**src/hw/rtl/edid_pkg.sv**
```systemverilog
`timescale 1ns / 1ps

package edid_pkg;

	localparam int NAME_MAX = 13;

	localparam logic [6:0] POS_MAJOR  = 7'd18;
	localparam logic [6:0] POS_MINOR  = 7'd19;
	localparam logic [6:0] DESC_START = 7'd54;
	localparam logic [6:0] DESC_END   = 7'd126;
	localparam logic [6:0] POS_LAST   = 7'd127;

	localparam logic [4:0] DESC_LEN   = 5'd18;
	localparam logic [4:0] OFF_HDR0   = 5'd0;
	localparam logic [4:0] OFF_HDR1   = 5'd1;
	localparam logic [4:0] OFF_TAG    = 5'd3;
	localparam logic [4:0] NAME_SLOT  = 5'd5;

	localparam logic [7:0] NAME_TAG   = 8'hFC;
	localparam logic [7:0] NAME_END   = 8'h0A;
	localparam logic [3:0] NAME_LIMIT = 4'(NAME_MAX);

	localparam logic [1:0] ST_OK        = 2'd0;
	localparam logic [1:0] ST_TOO_SHORT = 2'd1;
	localparam logic [1:0] ST_BAD_SUM   = 2'd2;
	localparam logic [1:0] ST_OLD_VER   = 2'd3;

	localparam logic KIND_NAME    = 1'b0;
	localparam logic KIND_SUMMARY = 1'b1;

	localparam int TDATA_W = 32;

	typedef struct packed {
		logic       valid;
		logic [1:0] status;
		logic [7:0] major;
		logic [7:0] minor;
		logic       present;
		logic [3:0] len;
	} edid_event_t;

endpackage

```
**src/hw/rtl/edid_base_block_parser_top.sv**
```systemverilog
// result: the input beat that ends the block or the run sets the emitter busy; the first result
// beat is then registered; name and summary beats follow one per cycle unless m_tready is low
// throughput: one input byte per cycle; input stalls only while a result run of up to
// 14 beats is handed to the output register
// reset: arst_n clears all scan and handshake state asynchronously; the name buffer is not cleared
`timescale 1ns / 1ps

module edid_base_block_parser_top (
	input  logic                         clk,
	input  logic                         arst_n,
	input  logic                         s_tvalid,
	output logic                         s_tready,
	input  logic [7:0]                   s_tdata,   // data_byte
	input  logic                         s_tlast,   // end_of_data
	output logic                         m_tvalid,
	input  logic                         m_tready,
	// name_char[7:0], status[9:8], version_major[17:10], version_minor[25:18],
	// name_present[26], name_length[30:27], zero[31]
	output logic [edid_pkg::TDATA_W-1:0] m_tdata,
	output logic                         m_tuser,   // result_kind
	output logic                         m_tlast    // last_of_run
);
	import edid_pkg::*;

	edid_event_t evt;
	logic        busy;
	logic        beat;
	logic [3:0]  rd_idx;
	logic [7:0]  rd_data;

	assign s_tready = !busy;
	assign beat     = s_tvalid && s_tready;

	edid_scan u_scan (
		.clk         (clk),
		.arst_n      (arst_n),
		.beat        (beat),
		.data_byte   (s_tdata),
		.end_of_data (s_tlast),
		.rd_idx      (rd_idx),
		.rd_data     (rd_data),
		.evt         (evt)
	);

	edid_emit u_emit (
		.clk      (clk),
		.arst_n   (arst_n),
		.evt      (evt),
		.busy     (busy),
		.rd_idx   (rd_idx),
		.rd_data  (rd_data),
		.m_tvalid (m_tvalid),
		.m_tready (m_tready),
		.m_tdata  (m_tdata),
		.m_tuser  (m_tuser),
		.m_tlast  (m_tlast)
	);

endmodule

```
**src/hw/rtl/edid_scan.sv**
```systemverilog
`timescale 1ns / 1ps

module edid_scan (
	input  logic               clk,
	input  logic               arst_n,
	input  logic               beat,
	input  logic [7:0]         data_byte,
	input  logic               end_of_data,
	input  logic [3:0]         rd_idx,
	output logic [7:0]         rd_data,
	output edid_pkg::edid_event_t evt
);
	import edid_pkg::*;

	logic [6:0] pos_q, pos_d;
	logic       finished_q, finished_d;
	logic [7:0] sum_q, sum_d, sum_add;
	logic [7:0] major_q, major_d;
	logic [7:0] minor_q, minor_d;
	logic [4:0] desc_off_q, desc_off_d;
	logic       hdr_zero_q, hdr_zero_d;
	logic       is_name_q, is_name_d;
	logic       scan_open_q, scan_open_d;
	logic [3:0] name_len_q, name_len_d;
	logic       name_found_q, name_found_d;
	logic [7:0] store_q [NAME_MAX];
	logic       store_we;
	logic       in_desc;
	logic       ver_ok;
	logic       clear_run;

	assign rd_data = store_q[rd_idx];
	assign sum_add = sum_q + data_byte;
	assign in_desc = (pos_q >= DESC_START) && (pos_q < DESC_END);
	assign ver_ok  = (major_q > 8'd1) || ((major_q == 8'd1) && (minor_q >= 8'd4));

	always_comb begin
		pos_d        = pos_q;
		finished_d   = finished_q;
		sum_d        = sum_q;
		major_d      = major_q;
		minor_d      = minor_q;
		desc_off_d   = desc_off_q;
		hdr_zero_d   = hdr_zero_q;
		is_name_d    = is_name_q;
		scan_open_d  = scan_open_q;
		name_len_d   = name_len_q;
		name_found_d = name_found_q;
		store_we     = 1'b0;
		clear_run    = 1'b0;
		evt          = '0;

		if (beat) begin
			if (finished_q) begin
				clear_run = end_of_data;
			end else begin
				sum_d = sum_add;
				if (pos_q == POS_MAJOR) begin
					major_d = data_byte;
				end
				if (pos_q == POS_MINOR) begin
					minor_d = data_byte;
				end

				if (in_desc) begin
					desc_off_d = (desc_off_q == DESC_LEN - 5'd1) ? 5'd0 : desc_off_q + 5'd1;
					case (desc_off_q)
						OFF_HDR0: begin
							hdr_zero_d  = (data_byte == 8'd0);
							is_name_d   = 1'b0;
							scan_open_d = 1'b0;
						end
						OFF_HDR1: begin
							hdr_zero_d = hdr_zero_q && (data_byte == 8'd0);
						end
						OFF_TAG: begin
							is_name_d = hdr_zero_q && (data_byte == NAME_TAG);
							if (hdr_zero_q && (data_byte == NAME_TAG)) begin
								name_found_d = 1'b1;
								name_len_d   = 4'd0;
								scan_open_d  = 1'b1;
							end
						end
						default: begin
							if (desc_off_q >= NAME_SLOT && is_name_q && scan_open_q) begin
								if (data_byte == NAME_END || name_len_q >= NAME_LIMIT) begin
									scan_open_d = 1'b0;
								end else begin
									store_we   = 1'b1;
									name_len_d = name_len_q + 4'd1;
								end
							end
						end
					endcase
				end

				if (pos_q == POS_LAST) begin
					finished_d = 1'b1;
					evt.valid  = 1'b1;
					if (sum_add != 8'd0) begin
						evt.status = ST_BAD_SUM;
					end else if (!ver_ok) begin
						evt.status = ST_OLD_VER;
					end else begin
						evt.status  = ST_OK;
						evt.major   = major_q;
						evt.minor   = minor_q;
						evt.present = name_found_q;
						evt.len     = name_found_q ? name_len_q : 4'd0;
					end
				end else begin
					pos_d = pos_q + 7'd1;
					if (end_of_data) begin
						evt.valid  = 1'b1;
						evt.status = ST_TOO_SHORT;
					end
				end
				clear_run = end_of_data;
			end
		end

		// end of the caller's data starts a fresh run
		if (clear_run) begin
			pos_d        = '0;
			finished_d   = 1'b0;
			sum_d        = '0;
			major_d      = '0;
			minor_d      = '0;
			desc_off_d   = '0;
			hdr_zero_d   = 1'b0;
			is_name_d    = 1'b0;
			scan_open_d  = 1'b0;
			name_len_d   = '0;
			name_found_d = 1'b0;
		end
	end

	always_ff @(posedge clk or negedge arst_n) begin
		if (!arst_n) begin
			pos_q        <= '0;
			finished_q   <= 1'b0;
			sum_q        <= '0;
			major_q      <= '0;
			minor_q      <= '0;
			desc_off_q   <= '0;
			hdr_zero_q   <= 1'b0;
			is_name_q    <= 1'b0;
			scan_open_q  <= 1'b0;
			name_len_q   <= '0;
			name_found_q <= 1'b0;
		end else begin
			pos_q        <= pos_d;
			finished_q   <= finished_d;
			sum_q        <= sum_d;
			major_q      <= major_d;
			minor_q      <= minor_d;
			desc_off_q   <= desc_off_d;
			hdr_zero_q   <= hdr_zero_d;
			is_name_q    <= is_name_d;
			scan_open_q  <= scan_open_d;
			name_len_q   <= name_len_d;
			name_found_q <= name_found_d;
		end
	end

	always_ff @(posedge clk) begin
		if (store_we) begin
			store_q[name_len_q] <= data_byte;
		end
	end

endmodule

```
**src/hw/rtl/edid_emit.sv**
```systemverilog
`timescale 1ns / 1ps

module edid_emit (
	input  logic                           clk,
	input  logic                           arst_n,
	input  edid_pkg::edid_event_t          evt,
	output logic                           busy,
	output logic [3:0]                     rd_idx,
	input  logic [7:0]                     rd_data,
	output logic                           m_tvalid,
	input  logic                           m_tready,
	output logic [edid_pkg::TDATA_W-1:0]   m_tdata,
	output logic                           m_tuser,
	output logic                           m_tlast
);
	import edid_pkg::*;

	logic                active_q;
	logic [3:0]          idx_q;
	logic [3:0]          len_q;
	logic [1:0]          status_q;
	logic [7:0]          major_q;
	logic [7:0]          minor_q;
	logic                present_q;
	logic                out_valid_q;
	logic [TDATA_W-1:0]  out_data_q;
	logic                out_kind_q;
	logic                out_last_q;
	logic                slot_free;
	logic                name_step;

	assign slot_free = !out_valid_q || m_tready;
	assign name_step = idx_q < len_q;
	assign busy      = active_q;
	assign rd_idx    = idx_q;

	assign m_tvalid = out_valid_q;
	assign m_tdata  = out_data_q;
	assign m_tuser  = out_kind_q;
	assign m_tlast  = out_last_q;

	always_ff @(posedge clk or negedge arst_n) begin
		if (!arst_n) begin
			active_q    <= 1'b0;
			idx_q       <= '0;
			out_valid_q <= 1'b0;
		end else begin
			if (evt.valid) begin
				active_q <= 1'b1;
				idx_q    <= '0;
			end else if (active_q && slot_free) begin
				if (name_step) begin
					idx_q <= idx_q + 4'd1;
				end else begin
					active_q <= 1'b0;
				end
			end
			if (slot_free) begin
				out_valid_q <= active_q;
			end
		end
	end

	always_ff @(posedge clk) begin
		if (evt.valid) begin
			len_q     <= evt.len;
			status_q  <= evt.status;
			major_q   <= evt.major;
			minor_q   <= evt.minor;
			present_q <= evt.present;
		end
		if (slot_free && active_q) begin
			// tdata: name_char, status, major, minor, present, length, pad
			if (name_step) begin
				out_data_q <= {1'b0, 4'd0, 1'b0, 8'd0, 8'd0, ST_OK, rd_data};
				out_kind_q <= KIND_NAME;
				out_last_q <= 1'b0;
			end else begin
				out_data_q <= {1'b0, len_q, present_q, minor_q, major_q, status_q, 8'd0};
				out_kind_q <= KIND_SUMMARY;
				out_last_q <= 1'b1;
			end
		end
	end

endmodule
```
**config.mk**
```make
export PLATFORM = sky130hd
export DESIGN_NAME = edid_base_block_parser_top
export DESIGN_NICKNAME = d
export VERILOG_FILES = /design/src/hw/rtl/edid_pkg.sv /design/src/hw/rtl/edid_base_block_parser_top.sv /design/src/hw/rtl/edid_scan.sv /design/src/hw/rtl/edid_emit.sv
export SDC_FILE = /design/constraint.sdc
export NUM_CORES = 1
export LEC_CHECK = 0
export BUFFER_PORTS_ARGS = -buffer_cell sky130_fd_sc_hd__buf_2
export CAP_MARGIN = 20
export CORE_MARGIN = 2
export CORE_UTILIZATION = 58
export DETAILED_ROUTE_END_ITERATION = 8
export PLACE_DENSITY_LB_ADDON = 0.1
export SYNTH_ARGS = -nofsm -noshare
export SYNTH_HDL_FRONTEND = slang
export SYNTH_HIERARCHICAL = 1
export SYNTH_SLANG_ARGS = --single-unit
```
**constraint.sdc**
```tcl
create_clock -name clk -period 5.1 [get_ports clk]
set_input_delay 0.255 -clock clk [delete_from_list [all_inputs] [get_ports clk]]
set_output_delay 0.255 -clock clk [all_outputs]
set_load 0.02 [all_outputs]
```
==> After elaboration in Yosys (flattened, before gate mapping) <==
Memory sizes are Yosys's and may differ from the RTL's. A register that Yosys moved wholly into a read port is not among the register bits.
Cells that the tools add are included.
{ "totals": {"ff_bits": 99, "mem_bits_rw": 104, "output_inout_bits": 36, "wordCells": 183, "memories": 1} }
{ "classes": {"add_sub_neg": 5, "order_cmp": 7, "n_eq_ne": 16, "n_mux": 81, "bitwise_logic": 4, "n_reduce_logical": 47} }
{ "memory_table": {"columns": ["memory", "words", "width", "read_ports", "rd_clocked_by_memory_dff", "wr", "line", "source"], "rows": [
  ["u_scan.store_q", 13, 8, 1, 1, 1, "edid_scan.sv:26", "logic [7:0] store_q [NAME_MAX];"]
]} }
{ "op_table": {"columns": ["op", "count"], "rows": [
  ["2-to-1 mux 8 bit", 11],
  ["2-to-1 mux 21 bit", 3],
  ["2-to-1 mux 24 bit", 2],
  ["2-to-1 mux 4 bit", 11],
  ["2-to-1 mux 1 bit", 37],
  ["2-to-1 mux 7 bit", 4],
  ["2-to-1 mux 5 bit", 5],
  ["nonzero test 2 bit", 8],
  ["== test 7 x 5 -> 1 bit, second input constant", 2],
  ["AND reduction 7 bit", 2],
  ["AND reduction 3 bit", 4],
  ["nonzero test 3 bit", 3],
  ["adder 4 x 1 -> 4 bit, second input constant", 2],
  ["adder 8 bit", 1],
  ["== test 8 x 1 -> 1 bit, second input constant", 1],
  ["== test 8 x 4 -> 1 bit, second input constant", 1],
  ["== test 8 bit, second input constant", 1],
  [">= comparator 8 x 3 -> 1 bit, second input constant", 1],
  ["greater-than comparator 8 x 1 -> 1 bit, second input constant", 1],
  ["logical AND 1 bit", 8],
  ["logical NOT 8 bit", 1],
  ["one-hot mux 4 bit (2 select lines)", 1],
  ["AND reduction 4 bit", 2],
  ["nonzero test 4 bit", 2],
  ["30 further kinds", 46]
]} }

==> Depth between registers and ports, before layout <==
Gate-level depths: netlist of run 1.
{ "depth": {"word_depth": 10, "mapped_depth": 8} }

==> Modules after synthesis <==
Netlist of run 1, hierarchy kept.
{ "by_module_without_submodules": {"columns": ["module", "n_inst", "cells_each", "area_per_inst_um2", "seq_area_each_um2"], "rows": [
  ["edid_scan", 1, 524, 7064.3, 4249.1],
  ["edid_emit", 1, 130, 2235.9, 1801.7],
  ["edid_base_block_parser_top", 1, 2, 10.0, 0.0]
]} }

==> Least setup slack after synthesis of run 1 <==
No wires, ideal clock.
{ "synth_timing": {"path_kind": "register -> register", "start": "register u_scan.desc_off_q[1]", "end": "memory u_scan.store_q[0][0], enable pin", "setup_time_ns": 0.383, "arrival_time_ns": 2.148, "slack_ns": 2.569, "stages_incl_launch_ff": 8, "period_less_slack_ns": 2.531, "path_cell_list": "dfrtp_1 -> inv_1 -> ha_1 -> o31a_1 -> o311a_1 -> nor3b_1 -> nand3_1 -> nor3_1"} }
{ "synth_between": {"elab_chain_len": 10} }
{ "synth_rtl": {"columns": ["item", "line", "source"], "rows": [
  ["start, declared", "edid_scan.sv:20", "logic [4:0] desc_off_q, desc_off_d;"],
  ["start signal, assigned", "edid_scan.sv:157", "desc_off_q <= desc_off_d;"],
  [">= comparator 5 x 3 -> 1 bit", "edid_scan.sv:85", "if (desc_off_q >= NAME_SLOT && is_name_q && scan_open_q) begin"],
  ["logical AND 1 bit (2 in a row)", "edid_scan.sv:85", null],
  ["2-to-1 mux 1 bit", "edid_scan.sv:85", null],
  ["2-to-1 mux 1 bit (*)", "edid_scan.sv:67", "case (desc_off_q)"],
  ["2-to-1 mux 1 bit (*)", "edid_scan.sv:65", "if (in_desc) begin"],
  ["2-to-1 mux 1 bit (*)", "edid_scan.sv:54", "if (finished_q) begin"],
  ["2-to-1 mux 1 bit (*)", "edid_scan.sv:53", "if (beat) begin"],
  ["2-to-1 mux 1 bit (*)", "edid_scan.sv:167", "if (store_we) begin"],
  ["2-to-1 mux 1 bit (not written as such) (*)", "edid_scan.sv:168", "store_q[name_len_q] <= data_byte;"],
  ["end, declared", "edid_scan.sv:26", null]
]} }
Every way passes the cells marked *; elsewhere a longest branch is shown, timed or not.

==> Worst setup path after layout of run 1 <==
{ "layout_timing": {"start": "register u_emit.active_q (netlist: u_emit/busy)", "end": "memory u_scan.store_q[8][0], enable pin"} }
{ "layout_between": {"elab_chain_len": 5} }
{ "layout_rtl": {"columns": ["item", "line", "source"], "rows": [
  ["start, declared", "edid_emit.sv:18", "logic active_q;"],
  ["start signal, assigned", "edid_emit.sv:44", "active_q <= 1'b0;"],
  ["start signal, assigned", "edid_emit.sv:49", "active_q <= 1'b1;"],
  ["start signal, assigned", "edid_emit.sv:55", "active_q <= 1'b0;"],
  ["logical NOT 1 bit", "edid_base_block_parser_top.sv:31", "assign s_tready = !busy;"],
  ["logical AND 1 bit", "edid_base_block_parser_top.sv:32", "assign beat = s_tvalid && s_tready;"],
  ["named net beat", "edid_base_block_parser_top.sv:27", "logic beat;"],
  ["2-to-1 mux 1 bit", "edid_scan.sv:53", null],
  ["2-to-1 mux 1 bit", "edid_scan.sv:167", null],
  ["2-to-1 mux 1 bit (not written as such)", "edid_scan.sv:168", null]
]} }
The timed path passes the listed nets, and every way through them passes these cells.

==> results of run 1 <==
## layout by cell type (no fill, tap or decap), types with 5 or more instances in the layout
cell type  count
and3_1        13
clkbuf_16     23
nand2_1       17
a211oi_1       5
o22ai_1        8
o21ai_0       13
a21oi_1       25
mux4_2        27
clkinv_1       6
nor2_1        51
or3_1          8
a22oi_1        6
buf_2         49
a31oi_1        5
nor2b_1       10
buf_4          9
mux2i_1       23
ha_1          21
nor3_1        16
nand3_1       26
inv_1         26
edfxtp_1     159
xor2_1         6
and2_1        34
o21a_1         5
dfrtp_1       51
## flip-flops by register name, summed over array words and instances, names as in the netlist, 2 cells and up
name,count
u_scan/store_q,104
u_emit/m_tdata,31
u_emit/major_q,8
u_emit/minor_q,8
u_scan/major_q,8
u_scan/minor_q,8
u_scan/sum_q,8
u_scan/pos_q,7
u_scan/desc_off_q,5
u_emit/len_q,4
u_emit/rd_idx,4
u_scan/name_len_q,4
u_emit/status_q,2
## cell type report
type	count	share of cell area
flip-flops and latches	210	0.577
multi-input cells	387	0.287
clock buffers	27	0.0563
repair buffers	61	0.0339
well taps	216	0.0258
clock inverters	13	0.0110
inverters	27	0.00966
## report_power, final
part,internal (W),switching [W],total [W]
clock,0.000924,0.000609,0.00153
combinational,0.000537,0.000801,0.00134
sequential,0.00208,0.000106,0.00219
## routing by layer
layer	vias up	GRT usage
met5	-	0
met4	0	0.0551
met3	28	0.0322
met2	176	0.349
met1	2849	0.353
li1	2599	-
## cells by family after synthesis
family / share of synthesized area
compound gates: 0.0746
xor+xnor: 0.00564
fa+ha+maj: 0.0304
buf+inv: 0.0266
flops: 0.650
mux: 0.0913
other cells: 0.000403
simple gates: 0.121
## final timing paths
path | start | to | slack, ps | cells after the start
max in group asynchronous | arst_n | u_scan/sum_q[3] | 4230 | 3
hold / removal | s_tlast | u_scan/sum_q[4] | 140 | 2
setup / recovery | u_emit/busy | u_scan/store_q[8][0] | 1630 | 7
hold reg to reg | u_emit/minor_q[4] | u_emit/m_tdata[22] | 520 | 1
setup reg to reg | u_emit/busy | u_scan/store_q[8][0] | 1630 | 7
min in group asynchronous | arst_n | u_scan/major_q[7] | 440 | 3
## per-stage QoR
step	utilization	total power (W)	instances	hold WS, ps
floorplan	-	0.00316	656	-40.6
global placement	0.617	0.00351	896	409
global route	0.666	0.00532	941	143
finish	0.666	0.00506	941	139
CTS	0.663	0.00508	937	110
detailed placement	0.617	0.00354	896	421
==> metrics.cfg, run 1 <==
[cts]
clock_sinks=210
cts_hold_buf=1
cts_tree=yes
path_clk_slew_ps=60
cts_resized=0
clk_latency_ps=500
cts_setup_buffers=0
cts_buffers=22
cts_max_level=1
clock_path_buffers=3
cts-root-buf=clkbuf_16

[synth]
ys_ff_latch=210
synth_area_um2=9310
synth_nets=691
synth_area_leaders=edfxtp_1, dfrtp_1, mux4_2
synth_enable_flop_cells=159
syn_inst=656
yosysSeqAreaShare=0.650
synth_cell_type_count=65
yosys.area.top_type=edfxtp_1
async_reset_ff_frac=0.243
yosysWarningCount=6
synth_common_cells=edfxtp_1, dfrtp_1, nor2_1
synth_ff_type=edfxtp_1
synth.most_common_cell=edfxtp_1
synth_top_area_share=0.513
syn_avg_cell_area_um2=14.2

[routing]
routed_via_density=6.01
drt_iter0_markers=578
dr_wl_met3_um=1100
dr_total_vias=5652
dr_wl_met2_um=8680
drt_wl_total_um=19000
firstDrtPassIters=5
post-route-drc-count=0
top_layer_used=met4
detail-route-antenna-nets=0
wire_per_inst_um=20.2
wl_met1_um=8900

[placement]
dp_hpwl_um=12200
postPlaceCellArea_um2=9740
gp_congestion=0.879
dp_slack_ps=1480
port_buffers=47

[timing]
fin_crit_sh=0.681
finalMaxSlewViolations=0
fin_ws_ps=1630
max-slew-margin-rel=0.323
worstMarginPinSlew_ps=1010
finalCriticalPeriod_ps=3470
fin_tns_setup_ps=0
fin_skew_ps=13.9
rsz0062_at_grt=no
setup_viol_count_final=0
clock.fmax_mhz=288
hold_viol_final=0

[cells_and_area]
area_delta_synth_final_pct=12.7
final_area_um2=10500
fin_nets=744
drive_gt1_frac=0.186
multi_input_area_um2=3010
n_fill_cell=1184
diodes=0
regArea_um2=6050

[critical_path]
startpoint_type=flop
slowest_stage=nor2b_1
slowest_delay_ps=800
crit_path_end_kind=flop
crit_path_cell_trace=nor2b_1, nand2b_1, a31oi_1, o21a_1, nand3_1, nor3_1, clkbuf_2
timing.critical_path.buf_inv=1
cp_max_fo=16
crit_family=simple AND/OR/NAND/NOR gates
crit_arrival_ps=3680
required_ps=5300
crit_type=flop to flop

[run]
maxCapViolCount=0

[floorplanning]
die_height_um=131
coreArea_um2=15800
initial_utilization=0.590
pin_count=49
placement_rows=46
die_w_um=131
dieArea_um2=17100

[pwr]
peakVddDrop_mv=0.354
power_density_nw_per_um2=482
leakage_nw=3.99

[global_routing]
grt_max_degree=52
grt_pass1_vias=5249
grt_overflow=0
grt.total_usage=0.228
grt_antenna_before_repair=0
grt_first_pass_wirelength_um=29400

[run_status]
outcome=finished, final reports clean

[hold_path]
min_path_type=primary input to flop

(Power assumes the default switching activity.)
==> run 2, diff against run 1 <==
--- a/config.mk
+++ b/config.mk
@@ -5,6 +5,7 @@
 export SDC_FILE = /design/constraint.sdc
 export NUM_CORES = 1
 export LEC_CHECK = 0
+export ABC_AREA = 1
 export BUFFER_PORTS_ARGS = -buffer_cell sky130_fd_sc_hd__buf_2
 export CAP_MARGIN = 20
 export CORE_MARGIN = 2
==> constraint.sdc (replaced) <==
create_clock -name clk -period 3.35 [get_ports clk]
set_input_delay 0.1675 -clock clk [delete_from_list [all_inputs] [get_ports clk]]
set_output_delay 0.1675 -clock clk [all_outputs]
set_load 0.02 [all_outputs]
==> run 2 against run 1 <==
Against the previous run: register-to-register slack got worse by 810 ps; via count increased by 14%; final area increased by 4.5%; hold slack got worse by 68 ps.
==> metrics.cfg, run 2 <==
[pwr]
pwr-share-clk=0.280  ; was 0.303
p_sw_w=0.00298  ; was 0.00152 W
seqPwrFrac=0.418  ; was 0.433
power_density_nw_per_um2=788  ; was 482 nW/um2
total_power_w=0.00865  ; was 0.00506 W
p_int_w=0.00567  ; was 0.00354 W
peakVddDrop_mv=0.601  ; was 0.354 mV
power_frac_comb=0.303  ; was 0.264
leakage_nw=4.60  ; was 3.99 nW
switching_share=0.345  ; was 0.300

[timing]
finalCriticalPeriod_ps=2530  ; was 3470 ps
worstMarginPinSlew_ps=777  ; was 1010 ps
setup_viol_count_final=0  ; unchanged
rsz0062_at_grt=no  ; unchanged
hold_viol_final=0  ; unchanged
max-slew-margin-rel=0.481  ; was 0.323
fin_skew_ps=7.80  ; was 13.9 ps
clock.fmax_mhz=395  ; was 288 MHz
whs_ps=71.1  ; was 139 ps
fin_tns_setup_ps=0  ; unchanged
finalMaxSlewViolations=0  ; unchanged
fin_crit_sh=0.755  ; was 0.681

[floorplanning]
dieArea_um2=17800  ; was 17,100 um2
die_w_um=133  ; was 131 um
initial_utilization=0.590  ; about the same
placement_rows=47  ; was 46
coreArea_um2=16500  ; was 15,800 um2
pin_count=49  ; unchanged
die_height_um=133  ; was 131 um

[cts]
cts_tree=yes  ; unchanged
cts-root-buf=clkbuf_16  ; unchanged
clk_latency_ps=500  ; about the same
path_clk_slew_ps=60  ; about the same
cts_max_level=1  ; unchanged
cts_resized=0  ; unchanged
clock_path_buffers=3  ; unchanged
cts_buffers=22  ; unchanged
clock_sinks=210  ; unchanged

[synth]
synth_ff_type=edfxtp_1  ; unchanged
synth_cell_type_count=43  ; was 65
async_reset_ff_frac=0.243  ; unchanged
syn_avg_cell_area_um2=10.6  ; was 14.2 um2
synth_area_um2=9710  ; was 9310 um2
synth_area_leaders=edfxtp_1, dfrtp_1, nand2_1  ; was edfxtp_1, dfrtp_1, mux4_2
syn_inst=918  ; was 656
synth_enable_flop_cells=159  ; unchanged
synth.most_common_cell=edfxtp_1  ; unchanged
ys_ff_latch=210  ; unchanged
yosysWarningCount=6  ; unchanged
synth_common_cells=edfxtp_1, nand2_1, inv_1  ; was edfxtp_1, dfrtp_1, nor2_1
yosysSeqAreaShare=0.623  ; was 0.650
yosys.area.top_type=edfxtp_1  ; unchanged
synth_nets=953  ; was 691
synth_top_area_share=0.491  ; was 0.513

[global_routing]
grt_antenna_before_repair=0  ; unchanged
grt_max_degree=34  ; was 52
grt_overflow=0  ; unchanged
grt.total_usage=0.226  ; was 0.228
grt_pass1_vias=6243  ; was 5,249
grt_first_pass_wirelength_um=31700  ; was 29,400 um

[routing]
dr_total_vias=6436  ; was 5,652
detail-route-antenna-nets=0  ; unchanged
drt_iter0_markers=453  ; was 578
drt_wl_total_um=19400  ; was 19,000 um
post-route-drc-count=0  ; unchanged
wire_per_inst_um=16.0  ; was 20.2 um
firstDrtPassIters=5  ; unchanged
routed_via_density=5.29  ; was 6.01

[cells_and_area]
diodes=0  ; unchanged
regMostFlops=u_scan/store_q  ; unchanged
fin_nets=1016  ; was 744
area_delta_synth_final_pct=12.9  ; was 12.7%
largest_reg_flops=104  ; unchanged
drive_gt1_frac=0.158  ; was 0.186
mostFrequentLayoutCells=edfxtp_1, nand2_1, inv_1  ; was edfxtp_1, nor2_1, dfrtp_1
mostFrequentLayoutCell=edfxtp_1  ; unchanged

[critical_path]
slowest_delay_ps=570  ; was 800 ps
crit_path_cell_trace=inv_1, ha_1, inv_1, nand2_1, nand3_1, o21ai_0, or2_1, nand3b_4, nor3_2  ; was nor2b_1, nand2b_1, a31oi_1, o21a_1, nand3_1, nor3_1, clkbuf_2
crit_path_end_kind=flop  ; unchanged
cp_max_fo=13  ; was 16
cp_common_cell=inv_1
crit_arrival_ps=2660  ; was 3680 ps
required_ps=3480  ; was 5300 ps
slowest_stage=nor3_2  ; was nor2b_1
crit_type=flop to flop  ; unchanged
startpoint_type=flop  ; unchanged

[placement]
dp_hpwl_um=13100  ; was 12,200 um
gp_congestion=0.855  ; was 0.879
port_buffers=47  ; unchanged

[run_status]
outcome=finished, final reports clean  ; unchanged

[run]
maxCapViolCount=0  ; unchanged

[hold_path]
min_path_type=primary input to flop  ; unchanged

==> run 2: changes by cell type in the layout (fill, tap and decap cells not counted), moves of 6 or more <==
cell     change
and2_1      -34
o21ai_0     +74
nor2_1      +21
a21oi_1     +12
inv_1      +100
mux4_2      -27
or3_1        -8
nor2b_1     -10
buf_4       +11
nor2_2      +32
nand3_1     +15
and3_1      -13
nand2_1    +134
a22oi_1      -6
==> run 2: layer usage <==
| metal | up-vias | track usage | wire (um) | share of wire |
|---|---|---|---|---|
| met5 | - | 0 | 0 | 0 |
| met4 | 0 | 0.0751 | 430 | 0.022 |
| met3 | 27 | 0.0346 | 1110 | 0.057 |
| met2 | 185 | 0.366 | 9130 | 0.47 |
| met1 | 3020 | 0.319 | 8780 | 0.45 |
| li1 | 3204 | - | - | - |
==> run 2: final timing paths <==
check                                     startpoint                   end  slack, ps  cells past startpoint
worst max-delay path            u_scan/name_len_q[1]  u_scan/store_q[2][0]        820                      9
min in group asynchronous                     arst_n     u_scan/major_q[1]        170                      2
max in group asynchronous                     arst_n      u_emit/rd_idx[0]       2350                      3
worst max register to register  u_scan/name_len_q[1]  u_scan/store_q[2][0]        820                      9
worst min register to register       u_scan/sum_q[3]       u_scan/sum_q[3]        490                      2
worst min-delay path                      s_tdata[3]  u_scan/store_q[3][3]         70                      1
==> run 2: per-stage QoR <==
stage / worst slack [ps] / instances / util / instance area [um2]
after floorplan: 245 / 918 / - / 9710
after CTS: 850 / 1217 / 0.666 / 11000
after detailed placement: 878 / 1175 / 0.621 / 10200
after global placement: 948 / 1175 / 0.621 / 10200
after global routing: 570 / 1217 / 0.666 / 11000
final: 821 / 1217 / 0.666 / 11000
==> run 2: kinds of logic after synthesis <==
logic type                 count (synthesis)  share of synthesized area
and+or+nand+nor                          337                      0.160
DFF                                      210                      0.623
buffers and inverters                    163                     0.0706
AOI/OAI and AO/OA                        153                     0.0855
muxes                                     24                     0.0247
adders and majority gates                 22                     0.0291
xor gates and xnor gates                   8                    0.00721
other                                      1                   0.000386
==> run 2: area by class of cell <==
cell class / count / area, um2
Clock buffer: 32 / 639
Tap cell: 220 / 275
Clock inverter: 8 / 91.3
Sequential cell: 210 / 6050
Multi-Input combinational cell: 545 / 2990
Inverter: 132 / 495
Timing Repair Buffer: 70 / 425
Fill cell: 1281 / 5490
==> run 2: critical path: cells and delay by family, from the launching register on <==
kind | cells | cell delay [ps]
simple gates | 5 | 1200
fa+ha+maj | 1 | 190
compound gates | 1 | 110
flops | 1 | 440
buf+inv | 2 | 230
==> run 2: timing repair <==
action / CTS / global route
hold endpoints to repair: 22 / 0
hold buffers: 2 / 0
setup buffers: 0 / 0
==> run 2: power by group through the flow <==
stage | combinational (W) | sequential (W) | clock (W)
2_1_floorplan | 0.00177 | 0.00381 | 0
3_3_place_gp | 0.00258 | 0.00365 | 0
3_5_place_dp | 0.00261 | 0.00366 | 0
4_1_cts | 0.00263 | 0.00361 | 0.00247
5_1_grt | 0.00296 | 0.00366 | 0.00257
6_report | 0.00262 | 0.00361 | 0.00242
